### src/hw/rtl/frame_header_trailer_wrapper_macros.svh
// Assertion macros shared by the frame wrapper modules
`ifndef FRAME_HEADER_TRAILER_WRAPPER_MACROS_SVH
`define FRAME_HEADER_TRAILER_WRAPPER_MACROS_SVH

// Same-cycle implication, checked out of reset
`define FHTW_ASSERT_IMPL(label, ante, cons, msg) \
    label: assert property (@(posedge clk) disable iff (!rst_n) (ante) |-> (cons)) \
        else $error(msg);

// Next-cycle implication, checked out of reset
`define FHTW_ASSERT_NEXT(label, ante, cons, msg) \
    label: assert property (@(posedge clk) disable iff (!rst_n) (ante) |=> (cons)) \
        else $error(msg);

`endif

### src/hw/rtl/fhtw_pkg.sv
// Package: widths, framing constants and the job type of the frame wrapper
package fhtw_pkg;

    localparam int LENGTH_BITS = 24;
    localparam int LEN_W       = 24;

    // Valid length bits of the payload_length field
    localparam logic [LEN_W-1:0] LEN_MASK =
        LEN_W'((25'd1 << LENGTH_BITS) - 25'd1);

    // floor(x / 6) = (x * DIV6_MUL) >> DIV6_SHIFT, exact for x below 2^25
    localparam logic [LEN_W-1:0] DIV6_MUL   = 24'hAAAAAB;
    localparam int               DIV6_SHIFT = 26;

    localparam logic [7:0] START_MARKER [6] = '{8'hEA, 8'hFF, 8'h99, 8'hDE, 8'hAD, 8'hFF};
    localparam logic [7:0] END_MARKER   [6] = '{8'hEA, 8'hFF, 8'h99, 8'hDE, 8'hAD, 8'hAA};
    localparam logic [7:0] LAST_MASK    [6] = '{8'h01, 8'h01, 8'h03, 8'h07, 8'h0F, 8'h1F};

    // Byte positions inside the header
    localparam logic [3:0] HDR_APP_ID   = 4'd6;
    localparam logic [3:0] HDR_CNT_HI   = 4'd7;
    localparam logic [3:0] HDR_CNT_MID  = 4'd8;
    localparam logic [3:0] HDR_CNT_LO   = 4'd9;
    localparam logic [3:0] HDR_MASK     = 4'd10;

    // Last byte index of each kind of job
    localparam logic [3:0] LAST_HEADER  = 4'd11;
    localparam logic [3:0] LAST_BYTE    = 4'd0;
    localparam logic [3:0] LAST_TRAILER = 4'd6;

    typedef enum logic [1:0] {
        JOB_HEADER,
        JOB_BYTE,
        JOB_BYTE_END
    } job_kind_t;

    // One unit of output work handed from the frame control to the emitter
    typedef struct packed {
        logic              valid;
        job_kind_t         kind;
        logic [7:0]        data;
        logic [LEN_W-1:0]  len;
        logic [LEN_W-1:0]  quot;
    } job_t;

endpackage

### src/hw/rtl/fhtw_ifs.sv
// Stream interfaces: input byte requests and framed output bytes

interface fhtw_in_if;
    logic                     valid;
    logic                     ready;
    logic [7:0]               byte_value;
    logic                     starts_frame;
    logic [fhtw_pkg::LEN_W-1:0] payload_length;

    modport source (output valid, byte_value, starts_frame, payload_length, input ready);
    modport sink   (input valid, byte_value, starts_frame, payload_length, output ready);
endinterface

interface fhtw_out_if;
    logic       valid;
    logic       ready;
    logic [7:0] out_byte;
    logic       run_last;
    logic       frame_end;

    modport source (output valid, out_byte, run_last, frame_end, input ready);
    modport sink   (input valid, out_byte, run_last, frame_end, output ready);
endinterface

### src/hw/rtl/fhtw_frame_ctl.sv
// Frame control: tracks frame state, classifies requests and holds the next job
`include "frame_header_trailer_wrapper_macros.svh"

module fhtw_frame_ctl (
    input  logic                clk,
    input  logic                rst_n,
    fhtw_in_if.sink             byte_stream,
    input  logic                job_take,
    output fhtw_pkg::job_t      job
);

    fhtw_pkg::job_t                    job_reg,       job_next;
    logic [fhtw_pkg::LEN_W-1:0]        remaining_reg, remaining_next;
    logic                              in_frame_reg,  in_frame_next;

    logic                              accept;
    logic [fhtw_pkg::LEN_W-1:0]        len;
    logic [2*fhtw_pkg::LEN_W-1:0]      prod;
    logic [fhtw_pkg::LEN_W-1:0]        remaining_dec;

    // Job slot frees when the emitter finishes the job it holds
    assign byte_stream.ready = !job_reg.valid || job_take;
    assign accept = byte_stream.valid && byte_stream.ready;
    assign job    = job_reg;

    // Packet count divide by six as a reciprocal multiply
    assign len  = byte_stream.payload_length & fhtw_pkg::LEN_MASK;
    assign prod = (2*fhtw_pkg::LEN_W)'(len) * (2*fhtw_pkg::LEN_W)'(fhtw_pkg::DIV6_MUL);
    assign remaining_dec = remaining_reg - 1'b1;

    // Request classification and frame state update
    always_comb
    begin
        job_next       = job_reg;
        remaining_next = remaining_reg;
        in_frame_next  = in_frame_reg;
        if (job_take)
        begin
            job_next.valid = 1'b0;
        end
        if (accept)
        begin
            job_next.data = byte_stream.byte_value;
            job_next.len  = len;
            job_next.quot = fhtw_pkg::LEN_W'(prod >> fhtw_pkg::DIV6_SHIFT);
            if (byte_stream.starts_frame)
            begin
                // zero length start is dropped and leaves the frame alone
                if (len != '0)
                begin
                    job_next.valid = 1'b1;
                    job_next.kind  = fhtw_pkg::JOB_HEADER;
                    remaining_next = len;
                    in_frame_next  = 1'b1;
                end
            end
            else if (!in_frame_reg || remaining_reg == '0)
            begin
                // stray payload byte outside a frame
                in_frame_next = 1'b0;
            end
            else
            begin
                job_next.valid = 1'b1;
                remaining_next = remaining_dec;
                if (remaining_dec == '0)
                begin
                    job_next.kind = fhtw_pkg::JOB_BYTE_END;
                    in_frame_next = 1'b0;
                end
                else
                begin
                    job_next.kind = fhtw_pkg::JOB_BYTE;
                end
            end
        end
    end

    // Job slot and frame state
    always_ff @(posedge clk or negedge rst_n)
    begin
        if (!rst_n)
        begin
            job_reg       <= '0;
            remaining_reg <= '0;
            in_frame_reg  <= 1'b0;
        end
        else
        begin
            job_reg       <= job_next;
            remaining_reg <= remaining_next;
            in_frame_reg  <= in_frame_next;
        end
    end

    `FHTW_ASSERT_IMPL(a_frame_count, 1'b1, in_frame_reg == (remaining_reg != '0), "frame flag and byte count disagree")
    `FHTW_ASSERT_IMPL(a_end_closes, job_reg.valid && job_reg.kind == fhtw_pkg::JOB_BYTE_END, !in_frame_reg, "trailer job while frame still open")
    `FHTW_ASSERT_NEXT(a_header_opens, accept && byte_stream.starts_frame && len != '0, in_frame_reg && job_reg.valid, "accepted start did not open a frame")

endmodule

### src/hw/rtl/fhtw_emitter.sv
// Emitter: walks the bytes of one job into the output register, one per cycle while frame_stream is not stalled
`include "frame_header_trailer_wrapper_macros.svh"

module fhtw_emitter (
    input  logic                clk,
    input  logic                rst_n,
    input  fhtw_pkg::job_t      job,
    output logic                job_take,
    fhtw_out_if.source          frame_stream
);

    logic [3:0]  idx_reg,       idx_next;
    logic        out_valid_reg, out_valid_next;
    logic [7:0]  out_byte_reg,  out_byte_next;
    logic        run_last_reg,  run_last_next;
    logic        frame_end_reg, frame_end_next;

    logic                          advance;
    logic                          at_last;
    logic [3:0]                    last_idx;
    logic [fhtw_pkg::LEN_W-1:0]    quot6;
    logic [2:0]                    rem;
    logic [fhtw_pkg::LEN_W-1:0]    pkts;
    logic [2:0]                    trl_idx;

    // Remainder of len / 6 fits in three bits, so only the low bits subtract
    assign quot6 = (job.quot << 2) + (job.quot << 1);
    assign rem   = job.len[2:0] - quot6[2:0];
    assign pkts  = job.quot + fhtw_pkg::LEN_W'(rem != 3'd0);
    assign trl_idx = 3'(idx_reg - 4'd1);

    always_comb
    begin
        case (job.kind)
            fhtw_pkg::JOB_HEADER:   last_idx = fhtw_pkg::LAST_HEADER;
            fhtw_pkg::JOB_BYTE_END: last_idx = fhtw_pkg::LAST_TRAILER;
            default:                last_idx = fhtw_pkg::LAST_BYTE;
        endcase
    end

    assign advance  = job.valid && (!out_valid_reg || frame_stream.ready);
    assign at_last  = idx_reg == last_idx;
    assign job_take = advance && at_last;

    // Byte selection for the current position
    always_comb
    begin
        out_byte_next = job.data;
        case (job.kind)
            fhtw_pkg::JOB_HEADER:
            begin
                case (idx_reg) inside
                    [4'd0:4'd5]:           out_byte_next = fhtw_pkg::START_MARKER[idx_reg[2:0]];
                    fhtw_pkg::HDR_APP_ID:  out_byte_next = job.data;
                    fhtw_pkg::HDR_CNT_HI:  out_byte_next = pkts[23:16];
                    fhtw_pkg::HDR_CNT_MID: out_byte_next = pkts[15:8];
                    fhtw_pkg::HDR_CNT_LO:  out_byte_next = pkts[7:0];
                    fhtw_pkg::HDR_MASK:    out_byte_next = fhtw_pkg::LAST_MASK[rem];
                    default:               out_byte_next = 8'h00;
                endcase
            end
            fhtw_pkg::JOB_BYTE_END:
            begin
                if (idx_reg != 4'd0)
                begin
                    out_byte_next = fhtw_pkg::END_MARKER[trl_idx];
                end
            end
            default:
            begin
                out_byte_next = job.data;
            end
        endcase
        run_last_next  = at_last;
        frame_end_next = at_last && job.kind == fhtw_pkg::JOB_BYTE_END;
    end

    // Position counter and output valid
    always_comb
    begin
        idx_next       = idx_reg;
        out_valid_next = out_valid_reg && !frame_stream.ready;
        if (advance)
        begin
            idx_next       = at_last ? 4'd0 : idx_reg + 4'd1;
            out_valid_next = 1'b1;
        end
    end

    always_ff @(posedge clk or negedge rst_n)
    begin
        if (!rst_n)
        begin
            idx_reg       <= 4'd0;
            out_valid_reg <= 1'b0;
        end
        else
        begin
            idx_reg       <= idx_next;
            out_valid_reg <= out_valid_next;
        end
    end

    always_ff @(posedge clk)
    begin
        if (advance)
        begin
            out_byte_reg  <= out_byte_next;
            run_last_reg  <= run_last_next;
            frame_end_reg <= frame_end_next;
        end
    end

    assign frame_stream.valid     = out_valid_reg;
    assign frame_stream.out_byte  = out_byte_reg;
    assign frame_stream.run_last  = run_last_reg;
    assign frame_stream.frame_end = frame_end_reg;

    `FHTW_ASSERT_IMPL(a_idx_in_job, idx_reg != 4'd0, job.valid && idx_reg <= last_idx, "byte position outside current job")
    `FHTW_ASSERT_IMPL(a_end_is_last, out_valid_reg && frame_end_reg, run_last_reg, "frame end not on last byte of request")

endmodule

### src/hw/rtl/frame_header_trailer_wrapper.sv
// Top level of the frame header/trailer wrapper
//
//  channel       dir  handshake     payload
//  byte_stream   in   valid/ready   byte_value[7:0], starts_frame, payload_length[23:0]
//  frame_stream  out  valid/ready   out_byte[7:0], run_last, frame_end
//
// While frame_stream accepts, one output byte per cycle leaves through a single output register, which sets the pace:
// a payload byte yields 1 output byte, a start request 12 bytes, the last payload byte 7 bytes.
// Dropped requests (zero length start, byte outside a frame) are accepted and emit nothing.
// A one-entry job slot in front of the emitter lets the next request be accepted while
// the last byte of the previous one waits; stalls on frame_stream back up into byte_stream.
// rst_n clears the frame state, the job slot and the output valid asynchronously.

module frame_header_trailer_wrapper (
    input  logic        clk,
    input  logic        rst_n,
    fhtw_in_if.sink     byte_stream,
    fhtw_out_if.source  frame_stream
);

    fhtw_pkg::job_t  job;
    logic            job_take;

    fhtw_frame_ctl u_frame_ctl (
        .clk         (clk),
        .rst_n       (rst_n),
        .byte_stream (byte_stream),
        .job_take    (job_take),
        .job         (job)
    );

    fhtw_emitter u_emitter (
        .clk          (clk),
        .rst_n        (rst_n),
        .job          (job),
        .job_take     (job_take),
        .frame_stream (frame_stream)
    );

endmodule

### src/flat_wrapper.sv
// flat-port wrapper written by rule: the top's interface ports become plain ports
module frame_header_trailer_wrapper_flat 
  (clk, rst_n, byte_stream_valid, byte_stream_byte_value, byte_stream_starts_frame, byte_stream_payload_length, byte_stream_ready, frame_stream_valid, frame_stream_out_byte, frame_stream_run_last, frame_stream_frame_end, frame_stream_ready);
  fhtw_in_if byte_stream_i ();
  fhtw_out_if frame_stream_i ();
  input  logic clk;
  input  logic rst_n;
  input wire logic [$bits(byte_stream_i.valid)-1:0] byte_stream_valid;
  input wire logic [$bits(byte_stream_i.byte_value)-1:0] byte_stream_byte_value;
  input wire logic [$bits(byte_stream_i.starts_frame)-1:0] byte_stream_starts_frame;
  input wire logic [$bits(byte_stream_i.payload_length)-1:0] byte_stream_payload_length;
  output wire logic [$bits(byte_stream_i.ready)-1:0] byte_stream_ready;
  output wire logic [$bits(frame_stream_i.valid)-1:0] frame_stream_valid;
  output wire logic [$bits(frame_stream_i.out_byte)-1:0] frame_stream_out_byte;
  output wire logic [$bits(frame_stream_i.run_last)-1:0] frame_stream_run_last;
  output wire logic [$bits(frame_stream_i.frame_end)-1:0] frame_stream_frame_end;
  input wire logic [$bits(frame_stream_i.ready)-1:0] frame_stream_ready;
  assign byte_stream_i.valid = byte_stream_valid;
  assign byte_stream_i.byte_value = byte_stream_byte_value;
  assign byte_stream_i.starts_frame = byte_stream_starts_frame;
  assign byte_stream_i.payload_length = byte_stream_payload_length;
  assign byte_stream_ready = byte_stream_i.ready;
  assign frame_stream_valid = frame_stream_i.valid;
  assign frame_stream_out_byte = frame_stream_i.out_byte;
  assign frame_stream_run_last = frame_stream_i.run_last;
  assign frame_stream_frame_end = frame_stream_i.frame_end;
  assign frame_stream_i.ready = frame_stream_ready;
  frame_header_trailer_wrapper u_core (.clk(clk), .rst_n(rst_n), .byte_stream(byte_stream_i), .frame_stream(frame_stream_i));
endmodule
### config.mk
export PLATFORM = sky130hd
export DESIGN_NAME = frame_header_trailer_wrapper_flat
export DESIGN_NICKNAME = d
export VERILOG_FILES = /design/src/hw/rtl/fhtw_pkg.sv /design/src/hw/rtl/fhtw_ifs.sv /design/src/hw/rtl/fhtw_frame_ctl.sv /design/src/hw/rtl/fhtw_emitter.sv /design/src/hw/rtl/frame_header_trailer_wrapper.sv /design/src/flat_wrapper.sv
export VERILOG_INCLUDE_DIRS = /design/src /design/src/hw/rtl
export SDC_FILE = /design/constraint.sdc
export NUM_CORES = 1
export LEC_CHECK = 0
export BUFFER_PORTS_ARGS = -buffer_cell sky130_fd_sc_hd__buf_2
export CAP_MARGIN = 15
export CORE_MARGIN = 4
export CORE_UTILIZATION = 62
export CTS_BUF_LIST = sky130_fd_sc_hd__clkbuf_4
export CTS_CLUSTER_SIZE = 25
export DETAILED_ROUTE_END_ITERATION = 8
export PLACE_DENSITY_LB_ADDON = 0.2
export RECOVER_POWER = 25
export SYNTH_ARGS = -nofsm -noshare
export SYNTH_HDL_FRONTEND = slang
export SYNTH_SLANG_ARGS = --single-unit
### constraint.sdc
create_clock -name clk -period 4.4 [get_ports clk]
set_input_delay 0.44 -clock clk [delete_from_list [all_inputs] [get_ports clk]]
set_output_delay 0.44 -clock clk [all_outputs]
set_load 0.1 [all_outputs]
==> results.md <==
Synthesis:
- The top cell type by area accounts for between 20% and 30% of the synthesized area.
- Sequential elements use about an eighth of the synthesized area.
- The total standard cell area after synthesis is 0.01524 sq mm.
- After synthesis the netlist holds a flip-flop and latch count of 76.
- sky130_fd_sc_hd__inv_1 is the most common cell in the netlist.
- In the synthesized netlist, the cells that appear most often are 403 x sky130_fd_sc_hd__inv_1, 279 x sky130_fd_sc_hd__ha_1, 220 x sky130_fd_sc_hd__fa_1.
- sky130_fd_sc_hd__fa_1 takes more of the synthesized area than any other cell.
- In the synthesized netlist the dominant register cell turns out to be sky130_fd_sc_hd__dfrtp_1.
- Sorting the synthesized cells by area gives the leading types as sky130_fd_sc_hd__fa_1 29%, sky130_fd_sc_hd__ha_1 23%, sky130_fd_sc_hd__dfrtp_1 11%, sky130_fd_sc_hd__inv_1 9.9%, sky130_fd_sc_hd__a21oi_1 2.4%.
- The synthesized instance count is 1,619.
- The synthesized netlist net count is around 2.2k.
- The average footprint of a synthesized cell is 9.414 sq um.
- The synthesis warning total is 0.
- The synthesized design contains 10 enable-type register cells.
- In this run, distinct cell masters in the synthesized netlist total 70.
- In the synthesized netlist the async set-or-reset flop fraction comes to between 80% and 90%.

Clocking:
- The clock tree from TritonCTS is built.
- The sink count of the clock tree is between 70 and 80.
- The clock latency at the later pin of the worst-skew pair is 0.45 ns.
- The depth of the CTS H-tree is 3.
- The clock transition at the register clock pins on the worst setup and hold paths after CTS is 0.12 ns.
- In this run the clock root is driven by a sky130_fd_sc_hd__clkbuf_4.
- The total CTS buffers is 9.
- The clock passes through at most 2 buffers.

Finish:
- The post-synthesis to final-layout area growth is 23.29%.
- The net total in the final layout is around 2.4k.
- The flip-flop count of the largest register, all copies and words added is 36.
- Measured on the finished design, the core utilization comes to between 70% and 80%.
- Cells with a size suffix above 1 make up 25.29% of the layout.

Floorplan:
- In this run the core area contains 57 standard-cell rows.
- The floorplan die height is approximately 160 um.
- The area of the placeable core is about 0.024 sq mm.
- The initial standard-cell utilization of the core is between 60 and 70%.
- The die span in x is 164.8 um.
- The die covers approximately 0.027 sq mm.
- The number of top-level pins is 49.

Drt:
- The wire length reported by the detailed router is between 40 and 50 mm.
- The detailed router's first-iteration violation count is 948.
- The number of DRC violations after detailed routing is 0.
- The count of nets left with antenna violations once routing finished came out at 0.
- The routed length per instance is roughly 20 um.
- The first TritonRoute pass finished after 5 iterations.
- The ratio of routed vias to standard cells is 5.725.
- The number of vias after detailed routing is about 13k.

Setup path:
- The most critical setup path has its startpoint at byte_stream_payload_length[22].
- In this run the critical register-to-register path is launched from u_core.u_frame_ctl.job[25].
- The kind of end point of the critical path is a flop.
- STA puts the critical path data arrival time at about 6 ns.
- In this run the critical register-to-register path is captured at u_core.u_emitter.frame_stream.out_byte[0].
- The worst register-to-register path has a setup slack of between 0.6 and 0.7 ns.
- Data on the critical path is required at its endpoint by approximately 4.7 ns.
- Following the worst setup path forward leads to its endpoint at u_core.u_frame_ctl.job[14].
- The type of the worst setup path is in -> reg.
- The worst register-to-register path has a depth of 19.
- In this run the worst path has a maximum fanout of 7.
- The worst setup path is launched from an input port.

Timing:
- Setup repair after global routing could not meet its margin everywhere.
- The post-route setup TNS is -24.39 ns.
- The worst path uses 129.3% of the clock period.
- The count of final max-slew check failures came to 44.
- The smallest setup slack after layout is -1.288 ns.
- The final clock skew is 0.02935 ns.
- The worst path in the final design needs a cycle of between 5 and 6 ns, including I/O delays and setup.
- The timing-limited maximum frequency is approximately 180 MHz.
- The worst slew margin relative to its limit is -60.23%.
- The transition time of the tightest slew-check pin is roughly 2.4 ns.
- The count of endpoints failing setup in the final report is 22.
- The number of failing hold endpoints at the final stage is 0.

Global routing:
- The initial antenna violation count is 1.
- The number of global-route vias before repair is about 13k.
- The overall routing resource usage is between 30 and 40%.
- Global routing finished with a remaining overflow of 0.
- The wire length of the first global-routing pass is 68.77 mm.
- The maximum number of pins on one net before global-route repair is 59.

Place:
- Detailed placement ended at an HPWL of ~36 mm.
- Port buffering added 48 buffers.
- At the end of routability-driven placement, the weighted congestion stood at about 1.

Hold path:
- The path class of the tightest hold or removal check is in -> reg.

Job:
- The count of max-cap constraint violations is 1.

Status:
- The run finished, with violations left.
- The checks that failed: capacitance limit, slew limit, setup timing.
==> worst min path at each step <==
stage,start,to,cells after the start
after global placement,u_core.u_frame_ctl.job[26],u_core.u_frame_ctl.job[26],2
after detailed placement,u_core.u_frame_ctl.job[5],u_core.u_frame_ctl.job[5],2
after global routing,byte_stream_byte_value[7],u_core.u_frame_ctl.job[55],2
final,byte_stream_byte_value[5],u_core.u_frame_ctl.job[53],2
after CTS,rst_n,u_core.u_frame_ctl.remaining_reg[4],1
after floorplan,rst_n,u_core.u_emitter.frame_stream.valid,0
==> cell type report <==
cell class	instances	area, sq um
clock inverters	5	53.80
multi-input cells	1104	12560
well taps	324	405.4
flip-flops and latches	76	1952
diodes	1	2.502
fillers	1584	5458
clock buffers	11	82.58
inverters	404	1531
repair buffers	286	2202
==> cell usage in the layout, fill, tap and decap left out, types with 39 or more instances in the layout <==
cell type | Yosys | final
sky130_fd_sc_hd__dfrtp_1 | 66 | 66
sky130_fd_sc_hd__o21ai_0 | 73 | 52
sky130_fd_sc_hd__inv_1 | 403 | 375
sky130_fd_sc_hd__a21oi_1 | 73 | 59
sky130_fd_sc_hd__ha_1 | 279 | 234
sky130_fd_sc_hd__fa_1 | 220 | 203
sky130_fd_sc_hd__nand2_1 | 77 | 73
sky130_fd_sc_hd__ha_4 | 0 | 42
sky130_fd_sc_hd__nor2_1 | 40 | 39
sky130_fd_sc_hd__buf_4 | 1 | 231
==> through the flow <==
step	hold slack (ns)	instances	worst slack [ns]	cell area [sq um]
floorplan	0.1444	1619	-1.387	15570
global placement	0.4944	2178	-1.809	17730
detailed placement	0.5034	2178	-1.987	17730
CTS	0.1771	2204	-1.270	18470
global route	0.2030	2211	-1.432	18790
finish	0.2226	2211	-1.288	18790
==> worst max-delay path, stage by stage <==
cell	delay (ns)
sky130_fd_sc_hd__buf_12	0.11
sky130_fd_sc_hd__inv_6	0.04
sky130_fd_sc_hd__ha_4	0.26
sky130_fd_sc_hd__inv_2	0.04
sky130_fd_sc_hd__fa_2	0.49
sky130_fd_sc_hd__fa_2	0.56
sky130_fd_sc_hd__inv_2	0.04
sky130_fd_sc_hd__fa_2	0.52
sky130_fd_sc_hd__inv_2	0.04
sky130_fd_sc_hd__fa_2	0.52
sky130_fd_sc_hd__inv_2	0.04
sky130_fd_sc_hd__fa_2	0.37
sky130_fd_sc_hd__fa_1	0.60
sky130_fd_sc_hd__ha_4	0.22
sky130_fd_sc_hd__buf_6	0.12
sky130_fd_sc_hd__and3_4	0.18
sky130_fd_sc_hd__a311oi_2	0.28
sky130_fd_sc_hd__o22ai_2	0.11
sky130_fd_sc_hd__a31o_4	0.24
sky130_fd_sc_hd__a221o_1	0.39
sky130_fd_sc_hd__a41oi_2	0.15
sky130_fd_sc_hd__xor2_1	0.15
sky130_fd_sc_hd__o21ai_1	0.08
==> routing by layer <==
layer  track usage, %  vias to the layer above  wire length [um]
li1                 -                     5819                 -
met3            4.118                      112              2240
met4            13.35                        0              2068
met2            53.97                      403             21110
met1            44.26                     6323             18350
met5                0                        -                 0
==> repair_timing <==
| item | CTS | global route |
|---|---|---|
| pin swaps | 62 | 60 |
| setup endpoints to repair | 22 | 22 |
| setup buffers | 11 | 6 |
| resized for setup | 108 | 60 |
| hold buffers | 0 | 0 |
==> kinds of logic (layout without fill, tap and decap cells) <==
kind of cell               after synthesis  after routing  share of synthesized area [%]
adders and majority gates              499            499                          51.80
muxes                                   14             14                          1.018
other                                    0              1                              0
buffers and inverters                  439            706                          11.02
and+or+nand+nor                        261            261                          8.809
AOI/OAI and AO/OA                      280            280                          11.67
xor gates and xnor gates                50             50                          2.873
DFF                                     76             76                          12.81
Power is not shown: default switching activity piles up to over one toggle a cycle in this logic, so the estimate is an artifact.
